## config.mk

```make
export PLATFORM = sky130hd
export DESIGN_NAME = running_rms_level_detector_unit_flat
export DESIGN_NICKNAME = d
export VERILOG_FILES = /design/src/rrms_pkg.sv /design/src/rrms_if.sv /design/src/rrms_cmpsub.sv /design/src/rrms_seq.sv /design/src/running_rms_level_detector_unit.sv /design/src/flat_wrapper.sv
export SDC_FILE = /design/constraint.sdc
export NUM_CORES = 2
export LEC_CHECK = 0
export BUFFER_PORTS_ARGS = -buffer_cell sky130_fd_sc_hd__buf_2
export CAP_MARGIN = 20
export CORE_MARGIN = 3
export CORE_UTILIZATION = 65
export DETAILED_ROUTE_END_ITERATION = 16
export HOLD_SLACK_MARGIN = 0.1
export PLACE_DENSITY = 0.82
export SETUP_SLACK_MARGIN = 0.3
export SYNTH_ARGS = -nofsm -noshare
export SYNTH_HDL_FRONTEND = slang
export SYNTH_HIERARCHICAL = 1
export SYNTH_SLANG_ARGS = --single-unit
```

## constraint.sdc

```tcl
create_clock -name clk -period 10.8 [get_ports clk]
set_clock_uncertainty 0.05 [all_clocks]
set_input_delay 2.16 -clock clk [delete_from_list [all_inputs] [get_ports clk]]
set_output_delay 2.16 -clock clk [all_outputs]
set_load 0.01 [all_outputs]
```

## src/rrms_pkg.sv

```systemverilog
// rrms_pkg: widths, limits and handoff structs of the running rms level detector
// no dependencies; used by the interfaces, rrms_cmpsub, rrms_seq and the top level
package rrms_pkg;

	localparam int SAMPLE_BITS = 24;
	localparam int CHANNELS    = 2;
	localparam int CH_BITS     = 1;
	localparam int WIN_BITS    = 16;
	localparam int MS_BITS     = 2 * SAMPLE_BITS - 2;
	localparam int ROOT_BITS   = MS_BITS / 2;
	localparam int HALF_BITS   = MS_BITS / 2;
	localparam int PROD_BITS   = HALF_BITS + WIN_BITS;
	localparam int ACC_BITS    = MS_BITS + WIN_BITS;
	localparam int UNIT_BITS   = ROOT_BITS + 3;
	localparam int DIV_STEPS   = MS_BITS;
	localparam int SQRT_STEPS  = ROOT_BITS;
	localparam int CNT_BITS    = 6;

	localparam logic [WIN_BITS-1:0] WIN_RESET = 16'd960;
	localparam logic [MS_BITS-1:0]  MS_MAX    = {MS_BITS{1'b1}};

	typedef logic [SAMPLE_BITS-1:0] sample_t;
	typedef logic [MS_BITS-1:0]     ms_t;
	typedef logic [WIN_BITS-1:0]    win_t;
	typedef logic [UNIT_BITS-1:0]   unit_t;

	typedef struct packed {
		logic    start;
		sample_t sample;
		ms_t     ms;
		win_t    win;
	} rrms_cmd_t;

	typedef struct packed {
		logic    done;
		ms_t     ms;
		sample_t rms;
	} rrms_res_t;

endpackage

```

## src/rrms_if.sv

```systemverilog
// rrms_if: valid/ready channel interfaces for samples, levels and the window setting
// depends on rrms_pkg
interface rrms_in_if import rrms_pkg::*; ();
	logic                          valid;
	logic                          ready;
	logic signed [SAMPLE_BITS-1:0] sample;
	logic [CH_BITS-1:0]            channel;

	modport source (output valid, output sample, output channel, input ready);
	modport sink (input valid, input sample, input channel, output ready);
endinterface

interface rrms_out_if import rrms_pkg::*; ();
	logic                   valid;
	logic                   ready;
	logic [SAMPLE_BITS-1:0] rms_level;
	logic [CH_BITS-1:0]     out_channel;

	modport source (output valid, output rms_level, output out_channel, input ready);
	modport sink (input valid, input rms_level, input out_channel, output ready);
endinterface

interface rrms_cfg_if import rrms_pkg::*; ();
	logic                valid;
	logic                ready;
	logic [WIN_BITS-1:0] window_len;

	modport source (output valid, output window_len, input ready);
	modport sink (input valid, input window_len, output ready);
endinterface

```

## src/rrms_cmpsub.sv

```systemverilog
// rrms_cmpsub: shared compare-and-subtract unit for the divide and root steps
// depends on rrms_pkg
module rrms_cmpsub import rrms_pkg::*; (
	input  unit_t a,
	input  unit_t b,
	output logic  ge,
	output unit_t diff
);
	logic borrow;

	assign {borrow, diff} = {1'b0, a} - {1'b0, b};
	assign ge = !borrow;
endmodule

```

## src/rrms_seq.sv

```systemverilog
// rrms_seq: sequencer for one update: square, multiply, divide by n, square root
// depends on rrms_pkg and rrms_cmpsub
module rrms_seq import rrms_pkg::*; (
	input  logic      clk,
	input  logic      arst_n,
	input  rrms_cmd_t cmd,
	input  logic      ack,
	output logic      idle,
	output rrms_res_t res
);
	localparam logic [2:0] ST_IDLE   = 3'd0;
	localparam logic [2:0] ST_SQUARE = 3'd1;
	localparam logic [2:0] ST_MUL_LO = 3'd2;
	localparam logic [2:0] ST_MUL_HI = 3'd3;
	localparam logic [2:0] ST_DIV    = 3'd4;
	localparam logic [2:0] ST_SQRT   = 3'd5;
	localparam logic [2:0] ST_DONE   = 3'd6;

	logic [2:0]           state_q;
	logic [CNT_BITS-1:0]  cnt_q;
	sample_t              mag_q;
	ms_t                  ms_q;
	win_t                 n_q;
	win_t                 m_q;
	logic [ACC_BITS-1:0]  acc_q;
	ms_t                  work_q;
	unit_t                rem_q;
	logic [ROOT_BITS-1:0] root_q;

	sample_t                  mag_in;
	win_t                     n_in;
	logic [2*SAMPLE_BITS-1:0] sq_full;
	ms_t                      sq_sat;
	logic [HALF_BITS-1:0]     ms_half;
	logic [PROD_BITS-1:0]     prod;
	logic [ACC_BITS-1:0]      acc_add;
	logic [ACC_BITS-1:0]      acc_sum;
	unit_t                    unit_a;
	unit_t                    unit_b;
	unit_t                    unit_diff;
	logic                     unit_ge;

	assign mag_in = cmd.sample[SAMPLE_BITS-1] ? SAMPLE_BITS'(~cmd.sample + 1'b1) : cmd.sample;
	assign n_in   = (cmd.win == '0) ? WIN_BITS'(1) : cmd.win;

	assign sq_full = mag_q * mag_q;
	assign sq_sat  = (sq_full[2*SAMPLE_BITS-1:MS_BITS] != '0) ? MS_MAX : sq_full[MS_BITS-1:0];

	// one multiplier, low half then high half of the mean square
	assign ms_half = (state_q == ST_MUL_LO) ? ms_q[HALF_BITS-1:0] : ms_q[MS_BITS-1:HALF_BITS];
	assign prod    = ms_half * m_q;
	assign acc_add = (state_q == ST_MUL_LO) ? {{(ACC_BITS-PROD_BITS){1'b0}}, prod}
		: {prod, {HALF_BITS{1'b0}}};
	assign acc_sum = acc_q + acc_add;

	always_comb begin
		if (state_q == ST_SQRT) begin
			unit_a = {rem_q[UNIT_BITS-3:0], work_q[MS_BITS-1 -: 2]};
			unit_b = {1'b0, root_q, 2'b01};
		end else begin
			unit_a = {{(UNIT_BITS-WIN_BITS-1){1'b0}}, rem_q[WIN_BITS-1:0], work_q[MS_BITS-1]};
			unit_b = {{(UNIT_BITS-WIN_BITS){1'b0}}, n_q};
		end
	end

	rrms_cmpsub u_cmpsub (
		.a    (unit_a),
		.b    (unit_b),
		.ge   (unit_ge),
		.diff (unit_diff)
	);

	always_ff @(posedge clk or negedge arst_n) begin
		if (!arst_n) begin
			state_q <= ST_IDLE;
			cnt_q   <= '0;
		end else begin
			case (state_q)
				ST_IDLE: begin
					if (cmd.start) begin
						state_q <= ST_SQUARE;
					end
				end
				ST_SQUARE: state_q <= ST_MUL_LO;
				ST_MUL_LO: state_q <= ST_MUL_HI;
				ST_MUL_HI: begin
					state_q <= ST_DIV;
					cnt_q   <= CNT_BITS'(DIV_STEPS - 1);
				end
				ST_DIV: begin
					if (cnt_q == '0) begin
						state_q <= ST_SQRT;
						cnt_q   <= CNT_BITS'(SQRT_STEPS - 1);
					end else begin
						cnt_q <= cnt_q - 1'b1;
					end
				end
				ST_SQRT: begin
					if (cnt_q == '0) begin
						state_q <= ST_DONE;
					end else begin
						cnt_q <= cnt_q - 1'b1;
					end
				end
				ST_DONE: begin
					if (ack) begin
						state_q <= ST_IDLE;
					end
				end
				default: state_q <= ST_IDLE;
			endcase
		end
	end

	always_ff @(posedge clk) begin
		case (state_q)
			ST_IDLE: begin
				if (cmd.start) begin
					mag_q <= mag_in;
					ms_q  <= cmd.ms;
					n_q   <= n_in;
					m_q   <= n_in - WIN_BITS'(1);
				end
			end
			ST_SQUARE: acc_q <= {{WIN_BITS{1'b0}}, sq_sat};
			ST_MUL_LO: acc_q <= acc_sum;
			ST_MUL_HI: begin
				// quotient fits the mean square, so the top bits start below n
				rem_q  <= {{(UNIT_BITS-WIN_BITS){1'b0}}, acc_sum[ACC_BITS-1:MS_BITS]};
				work_q <= acc_sum[MS_BITS-1:0];
			end
			ST_DIV: begin
				work_q <= {work_q[MS_BITS-2:0], unit_ge};
				if (cnt_q == '0) begin
					ms_q   <= {work_q[MS_BITS-2:0], unit_ge};
					rem_q  <= '0;
					root_q <= '0;
				end else begin
					rem_q <= {{(UNIT_BITS-WIN_BITS){1'b0}},
						unit_ge ? unit_diff[WIN_BITS-1:0] : unit_a[WIN_BITS-1:0]};
				end
			end
			ST_SQRT: begin
				rem_q  <= unit_ge ? unit_diff : unit_a;
				root_q <= {root_q[ROOT_BITS-2:0], unit_ge};
				work_q <= {work_q[MS_BITS-3:0], 2'b00};
			end
			default: ;
		endcase
	end

	assign idle     = (state_q == ST_IDLE);
	assign res.done = (state_q == ST_DONE);
	assign res.ms   = ms_q;
	assign res.rms  = {{(SAMPLE_BITS-ROOT_BITS){1'b0}}, root_q};

	a_div_rem: assert property (@(posedge clk) disable iff (!arst_n)
		state_q == ST_DIV |-> rem_q < {{(UNIT_BITS-WIN_BITS){1'b0}}, n_q})
		else $error("division remainder not below divisor");

	a_sqrt_rem: assert property (@(posedge clk) disable iff (!arst_n)
		state_q == ST_SQRT |-> rem_q[UNIT_BITS-1 -: 2] == 2'b00)
		else $error("root remainder overflow");

	a_ms_capture: assert property (@(posedge clk) disable iff (!arst_n)
		(state_q == ST_DIV && cnt_q == '0) |=> (state_q == ST_SQRT && ms_q == work_q))
		else $error("quotient not captured at end of division");
endmodule

```

## src/running_rms_level_detector_unit.sv

```systemverilog
// running_rms_level_detector_unit: top level, window register, per-channel mean square,
// output register; depends on rrms_pkg, rrms_if and rrms_seq
//
// Each accepted sample updates its channel's mean square to (ms*(n-1) + x*x) / n and returns
// the floor square root as the level. A sample occupies the core from its accepting cycle on:
// capture, squaring, low and high half products on a shared 23x16 multiplier, 46 restoring
// divide steps and 23 root steps on one shared 26-bit compare-subtract unit, and a handoff
// into the output register, held while that register still has an unaccepted level.
// samples.ready is low during that time, so no new sample is taken until the last is handed
// off; the level waits in the output register while the next sample is already worked on.
module running_rms_level_detector_unit import rrms_pkg::*; (
	input  logic        clk,
	input  logic        arst_n,
	rrms_cfg_if.sink    setup,
	rrms_in_if.sink     samples,
	rrms_out_if.source  levels
);
	win_t               window_q;
	ms_t                mean_square_q [CHANNELS];
	logic [CH_BITS-1:0] ch_q;
	logic               out_valid_q;
	sample_t            rms_q;
	logic [CH_BITS-1:0] out_ch_q;

	rrms_cmd_t cmd;
	rrms_res_t res;
	logic      core_idle;
	logic      ack;

	assign samples.ready = core_idle;
	assign setup.ready   = 1'b1;

	assign cmd.start  = samples.valid && samples.ready;
	assign cmd.sample = samples.sample;
	assign cmd.ms     = mean_square_q[samples.channel];
	assign cmd.win    = window_q;

	assign ack = res.done && (!out_valid_q || levels.ready);

	rrms_seq u_seq (
		.clk    (clk),
		.arst_n (arst_n),
		.cmd    (cmd),
		.ack    (ack),
		.idle   (core_idle),
		.res    (res)
	);

	always_ff @(posedge clk or negedge arst_n) begin
		if (!arst_n) begin
			window_q    <= WIN_RESET;
			out_valid_q <= 1'b0;
			for (int i = 0; i < CHANNELS; i++) begin
				mean_square_q[i] <= '0;
			end
		end else begin
			if (setup.valid && setup.ready) begin
				window_q <= setup.window_len;
			end
			if (ack) begin
				out_valid_q            <= 1'b1;
				mean_square_q[ch_q]    <= res.ms;
			end else if (levels.ready) begin
				out_valid_q <= 1'b0;
			end
		end
	end

	always_ff @(posedge clk) begin
		if (cmd.start) begin
			ch_q <= samples.channel;
		end
		if (ack) begin
			rms_q    <= res.rms;
			out_ch_q <= ch_q;
		end
	end

	assign levels.valid       = out_valid_q;
	assign levels.rms_level   = rms_q;
	assign levels.out_channel = out_ch_q;

	a_level_range: assert property (@(posedge clk) disable iff (!arst_n)
		ack |=> (levels.valid && levels.rms_level[SAMPLE_BITS-1] == 1'b0))
		else $error("level not presented or out of range");

	a_state_write: assert property (@(posedge clk) disable iff (!arst_n)
		ack |=> mean_square_q[$past(ch_q)] == $past(res.ms))
		else $error("mean square not stored for channel");

	a_out_hold: assert property (@(posedge clk) disable iff (!arst_n)
		(levels.valid && !levels.ready) |=> (levels.valid && $stable(levels.rms_level)
			&& $stable(levels.out_channel)))
		else $error("level transaction changed while stalled");
endmodule
```

## src/flat_wrapper.sv

```systemverilog
// flat-port wrapper written by rule: the top's interface ports become plain ports
module running_rms_level_detector_unit_flat import rrms_pkg::*;
  (clk, arst_n, setup_valid, setup_window_len, setup_ready, samples_valid, samples_sample, samples_channel, samples_ready, levels_valid, levels_rms_level, levels_out_channel, levels_ready);
  rrms_cfg_if setup_i ();
  rrms_in_if samples_i ();
  rrms_out_if levels_i ();
  input  logic clk;
  input  logic arst_n;
  input wire logic [$bits(setup_i.valid)-1:0] setup_valid;
  input wire logic [$bits(setup_i.window_len)-1:0] setup_window_len;
  output wire logic [$bits(setup_i.ready)-1:0] setup_ready;
  input wire logic [$bits(samples_i.valid)-1:0] samples_valid;
  input wire logic [$bits(samples_i.sample)-1:0] samples_sample;
  input wire logic [$bits(samples_i.channel)-1:0] samples_channel;
  output wire logic [$bits(samples_i.ready)-1:0] samples_ready;
  output wire logic [$bits(levels_i.valid)-1:0] levels_valid;
  output wire logic [$bits(levels_i.rms_level)-1:0] levels_rms_level;
  output wire logic [$bits(levels_i.out_channel)-1:0] levels_out_channel;
  input wire logic [$bits(levels_i.ready)-1:0] levels_ready;
  assign setup_i.valid = setup_valid;
  assign setup_i.window_len = setup_window_len;
  assign setup_ready = setup_i.ready;
  assign samples_i.valid = samples_valid;
  assign samples_i.sample = samples_sample;
  assign samples_i.channel = samples_channel;
  assign samples_ready = samples_i.ready;
  assign levels_valid = levels_i.valid;
  assign levels_rms_level = levels_i.rms_level;
  assign levels_out_channel = levels_i.out_channel;
  assign levels_i.ready = levels_ready;
  running_rms_level_detector_unit u_core (.clk(clk), .arst_n(arst_n), .setup(setup_i), .samples(samples_i), .levels(levels_i));
endmodule
```

==> flow_summary.html <==
<table>
<tr><th>Metric</th><th>Value</th></tr>
<tr><th colspan="2">Synth</th></tr>
<tr><td>Cell area after synthesis</td><td>around 52000 sq um</td></tr>
<tr><td>Mean instance size in the synthesized netlist</td><td>a little under 10 sq um</td></tr>
<tr><td>Number of warnings printed during yosys synthesis</td><td>6</td></tr>
<tr><td>Cells after synthesis</td><td>between 5000 and 6000</td></tr>
<tr><th colspan="2">Clock network</th></tr>
<tr><td>Maximum clock insertion buffer count</td><td>3</td></tr>
<tr><td>Register clock-pin slew on the reported worst setup and hold paths</td><td>approximately 0.06 ns</td></tr>
<tr><td>Clock Tree Root</td><td>sky130_fd_sc_hd__clkbuf_16</td></tr>
<tr><td>Total clock buffers created by CTS</td><td>45</td></tr>
<tr><td>Htree depth</td><td>2</td></tr>
<tr><td>CTS tree</td><td>built</td></tr>
<tr><td>Clock tree sinks</td><td>~400</td></tr>
<tr><td>Clock Latency Late Sink</td><td>0.62 ns</td></tr>
<tr><td>Hold buffer count at CTS</td><td>0</td></tr>
<tr><th colspan="2">Min path</th></tr>
<tr><td>Class of the worst hold path</td><td>reg -&gt; reg</td></tr>
<tr><td>Worst hold path endpoint</td><td>u_core/levels.rms_level[22]</td></tr>
<tr><td>Min-Delay Startpoint</td><td>u_core/u_seq/root_q[22]</td></tr>
<tr><td>Cell count of the worst hold path</td><td>0</td></tr>
<tr><th colspan="2">Worst setup path</th></tr>
<tr><td>Worst R2R End</td><td>u_core/u_seq/work_q[38]</td></tr>
<tr><td>Biggest fanout along the worst timing path</td><td>19</td></tr>
<tr><td>Required arrival time at the worst endpoint</td><td>11.08 ns</td></tr>
<tr><td>Buffering stage count on the worst path with inverters included</td><td>6</td></tr>
<tr><td>Peak per-stage delay on the critical path</td><td>around 0.52 ns</td></tr>
<tr><td>R2r worst-path depth</td><td>37</td></tr>
<tr><td>Cell family contributing the most delay on the critical path</td><td>adder cells</td></tr>
<tr><td>Crit path top cell by count</td><td>sky130_fd_sc_hd__fa_1</td></tr>
<tr><td>Register-to-register path setup slack</td><td>~0.7 ns</td></tr>
<tr><td>Slowest stage cell, crit path</td><td>sky130_fd_sc_hd__fa_1</td></tr>
<tr><td>Arrival time of the worst setup path</td><td>~10 ns</td></tr>
<tr><td>Startpoint kind of the worst setup timing path</td><td>register</td></tr>
<tr><td>Startpoint of the worst-slack reg-to-reg timing path</td><td>u_core/u_seq/state_q[0]</td></tr>
<tr><td>Kind of end point of the critical path</td><td>register</td></tr>
<tr><td>Worst setup path class</td><td>reg -&gt; reg</td></tr>
<tr><th colspan="2">Floorplan</th></tr>
<tr><td>Placement Rows</td><td>slightly above 100</td></tr>
<tr><td>Overall die height</td><td>roughly 290 um</td></tr>
<tr><td>Horizontal die dimension</td><td>between 200 and 300 um</td></tr>
<tr><td>Initial standard-cell utilization of the core</td><td>0.658</td></tr>
<tr><td>Full die area</td><td>83600 sq um</td></tr>
<tr><td>Core region area</td><td>approximately 80000 sq um</td></tr>
<tr><td>Top-Level Pins</td><td>74</td></tr>
<tr><th colspan="2">GRT</th></tr>
<tr><td>Wire length of the first global-routing pass</td><td>~220000 um</td></tr>
<tr><td>Antenna violations before repair</td><td>1</td></tr>
<tr><td>Largest net degree at the start of global routing</td><td>roughly 120</td></tr>
<tr><td>Global-route layer with the greatest usage</td><td>met2</td></tr>
<tr><td>Vias in the first global route</td><td>roughly 40000</td></tr>
<tr><td>Met2 routing resource usage after global routing</td><td>0.530</td></tr>
<tr><td>GR met3 Demand/Resource</td><td>0.0653</td></tr>
<tr><td>Combined global-route utilization of all metal layers</td><td>0.329</td></tr>
<tr><td>Met1 track utilization from global routing</td><td>0.440</td></tr>
<tr><td>GR Overflow Total</td><td>0</td></tr>
<tr><th colspan="2">Detailed routing</th></tr>
<tr><td>Number of DRC markers in iteration 0</td><td>approximately 3200</td></tr>
<tr><td>Total via count in the routed design</td><td>between 30000 and 40000</td></tr>
<tr><td>Number of detailed-route iterations in the first pass</td><td>6</td></tr>
<tr><td>WL/cell</td><td>approximately 21 um</td></tr>
<tr><td>Ratio of routed vias to standard cells</td><td>6.03</td></tr>
<tr><td>Total routed wirelength</td><td>about 130000 um</td></tr>
<tr><td>Antenna-violating nets left</td><td>0</td></tr>
<tr><td>DRC viols</td><td>0</td></tr>
<tr><th colspan="2">Place</th></tr>
<tr><td>Placer's final routability congestion estimate</td><td>~0.99</td></tr>
<tr><td>Number of input and output port buffers inserted</td><td>72</td></tr>
<tr><td>Detailed-placement wirelength estimate</td><td>roughly 100000 um</td></tr>
<tr><th colspan="2">Layout</th></tr>
<tr><td>Relative area change from synthesis to final layout</td><td>5.96%</td></tr>
<tr><td>Layout cells sized above 1</td><td>0.108</td></tr>
<tr><td>Post-layout net count</td><td>6390</td></tr>
<tr><td>Final Util</td><td>0.697</td></tr>
<tr><th colspan="2">Status</th></tr>
<tr><td>Status</td><td>finished clean</td></tr>
<tr><th colspan="2">Timing</th></tr>
<tr><td>Final critical delay including setup and external delays</td><td>10.08 ns</td></tr>
<tr><td>Worst-case hold slack</td><td>about 0.40 ns</td></tr>
<tr><td>Maximum frequency from static timing analysis</td><td>99.2 MHz</td></tr>
<tr><td>Number of hold violations in the final report</td><td>0</td></tr>
<tr><td>Final period utilization</td><td>0.933</td></tr>
<tr><td>Final setup violating endpoints</td><td>0</td></tr>
<tr><td>Final count of pins violating max slew</td><td>0</td></tr>
<tr><td>Unrepaired setup endpoints after global routing</td><td>yes</td></tr>
<tr><td>Worst-margin pin slew</td><td>~1.2 ns</td></tr>
<tr><td>Worst slew slack as a fraction of its limit</td><td>0.216</td></tr>
<tr><td>Total negative slack for setup checks</td><td>0 ns</td></tr>
<tr><th colspan="2">Flow run</th></tr>
<tr><td>MaxCap Viol Count</td><td>0</td></tr>
</table>
==> area by class of cell <==
cell class                 count  area, sq um
antenna                        2         5.00
clock inverter                29          369
inverter                     943         3540
sequential                   401        11500
tap                         1050         1310
fill                        5825        24000
clock buffer                  55         1190
multi-input combinational   3690        36200
timing repair buffer         167         1160
==> registers in the layout, summed over array words and instances, names as in the netlist, 16 cells and up <==
| name | cells |
|---|---|
| u_core/mean_square_q | 92 |
| u_core/u_seq/acc_q | 62 |
| u_core/u_seq/ms_q | 46 |
| u_core/u_seq/work_q | 46 |
| u_core/levels.rms_level | 24 |
| u_core/u_seq/mag_q | 24 |
| u_core/u_seq/rem_q | 24 |
| u_core/u_seq/root_q | 23 |
| u_core/u_seq/m_q | 16 |
| u_core/u_seq/n_q | 16 |
| u_core/window_q | 16 |
==> through the flow <==
stage | cell area [sq um] | instances | setup slack [ns]
6_report | 55200 | 6337 | 0.720
5_1_grt | 55200 | 6335 | 0.224
4_1_cts | 55000 | 6326 | 0.421
3_5_place_dp | 53400 | 6242 | 0.269
3_3_place_gp | 53400 | 6242 | 0.363
2_1_floorplan | 52100 | 5283 | 1.18
==> worst max-delay path by stage <==
stage | cells after the start | to | start | slack, ns
2_1_floorplan | 40 | u_core/u_seq/rem_q[9] | u_core/u_seq/state_q[2] | 1.18
3_3_place_gp | 36 | u_core/u_seq/rem_q[14] | u_core/u_seq/state_q[2] | 0.36
3_5_place_dp | 36 | u_core/u_seq/rem_q[14] | u_core/u_seq/state_q[2] | 0.27
4_1_cts | 37 | u_core/u_seq/rem_q[14] | u_core/u_seq/state_q[0] | 0.42
5_1_grt | 38 | u_core/u_seq/rem_q[3] | u_core/u_seq/state_q[1] | 0.22
6_report | 37 | u_core/u_seq/work_q[38] | u_core/u_seq/state_q[0] | 0.72
==> metal layers <==
layer	up-vias	routed length, um
li1	17000	-
met3	406	12500
met5	-	0
met4	0	6120
met2	1767	62600
met1	19100	52400
==> what timing repair did <==
item,in CTS,in global routing
endpoints found under the setup margin,1,51
pin swaps,0,7
gates cloned,0,0
setup buffers,0,6
resized for setup,1,34
==> placed cells by master, fill, tap and decap left out, types with 25 or more instances in the layout <==
cell,n
sky130_fd_sc_hd__o21ai_0,134
sky130_fd_sc_hd__nor3_1,33
sky130_fd_sc_hd__and3_1,67
sky130_fd_sc_hd__xor2_1,69
sky130_fd_sc_hd__nand4_1,45
sky130_fd_sc_hd__nand3_1,31
sky130_fd_sc_hd__fa_1,716
sky130_fd_sc_hd__nand2_1,602
sky130_fd_sc_hd__a21o_1,83
sky130_fd_sc_hd__buf_4,89
sky130_fd_sc_hd__inv_1,941
sky130_fd_sc_hd__mux2i_1,66
sky130_fd_sc_hd__edfxtp_1,283
sky130_fd_sc_hd__nor2b_1,51
sky130_fd_sc_hd__dfrtp_1,113
sky130_fd_sc_hd__a31oi_4,27
sky130_fd_sc_hd__mux2_2,122
sky130_fd_sc_hd__xnor2_1,123
sky130_fd_sc_hd__buf_2,71
sky130_fd_sc_hd__a211oi_1,25
sky130_fd_sc_hd__nor2_1,221
sky130_fd_sc_hd__a21oi_1,186
sky130_fd_sc_hd__and2_1,283
sky130_fd_sc_hd__o21bai_1,26
sky130_fd_sc_hd__clkbuf_16,45
sky130_fd_sc_hd__ha_1,376
sky130_fd_sc_hd__mux2_4,80
Power is not shown: default switching activity piles up to over one toggle a cycle in this logic, so the estimate is an artifact.
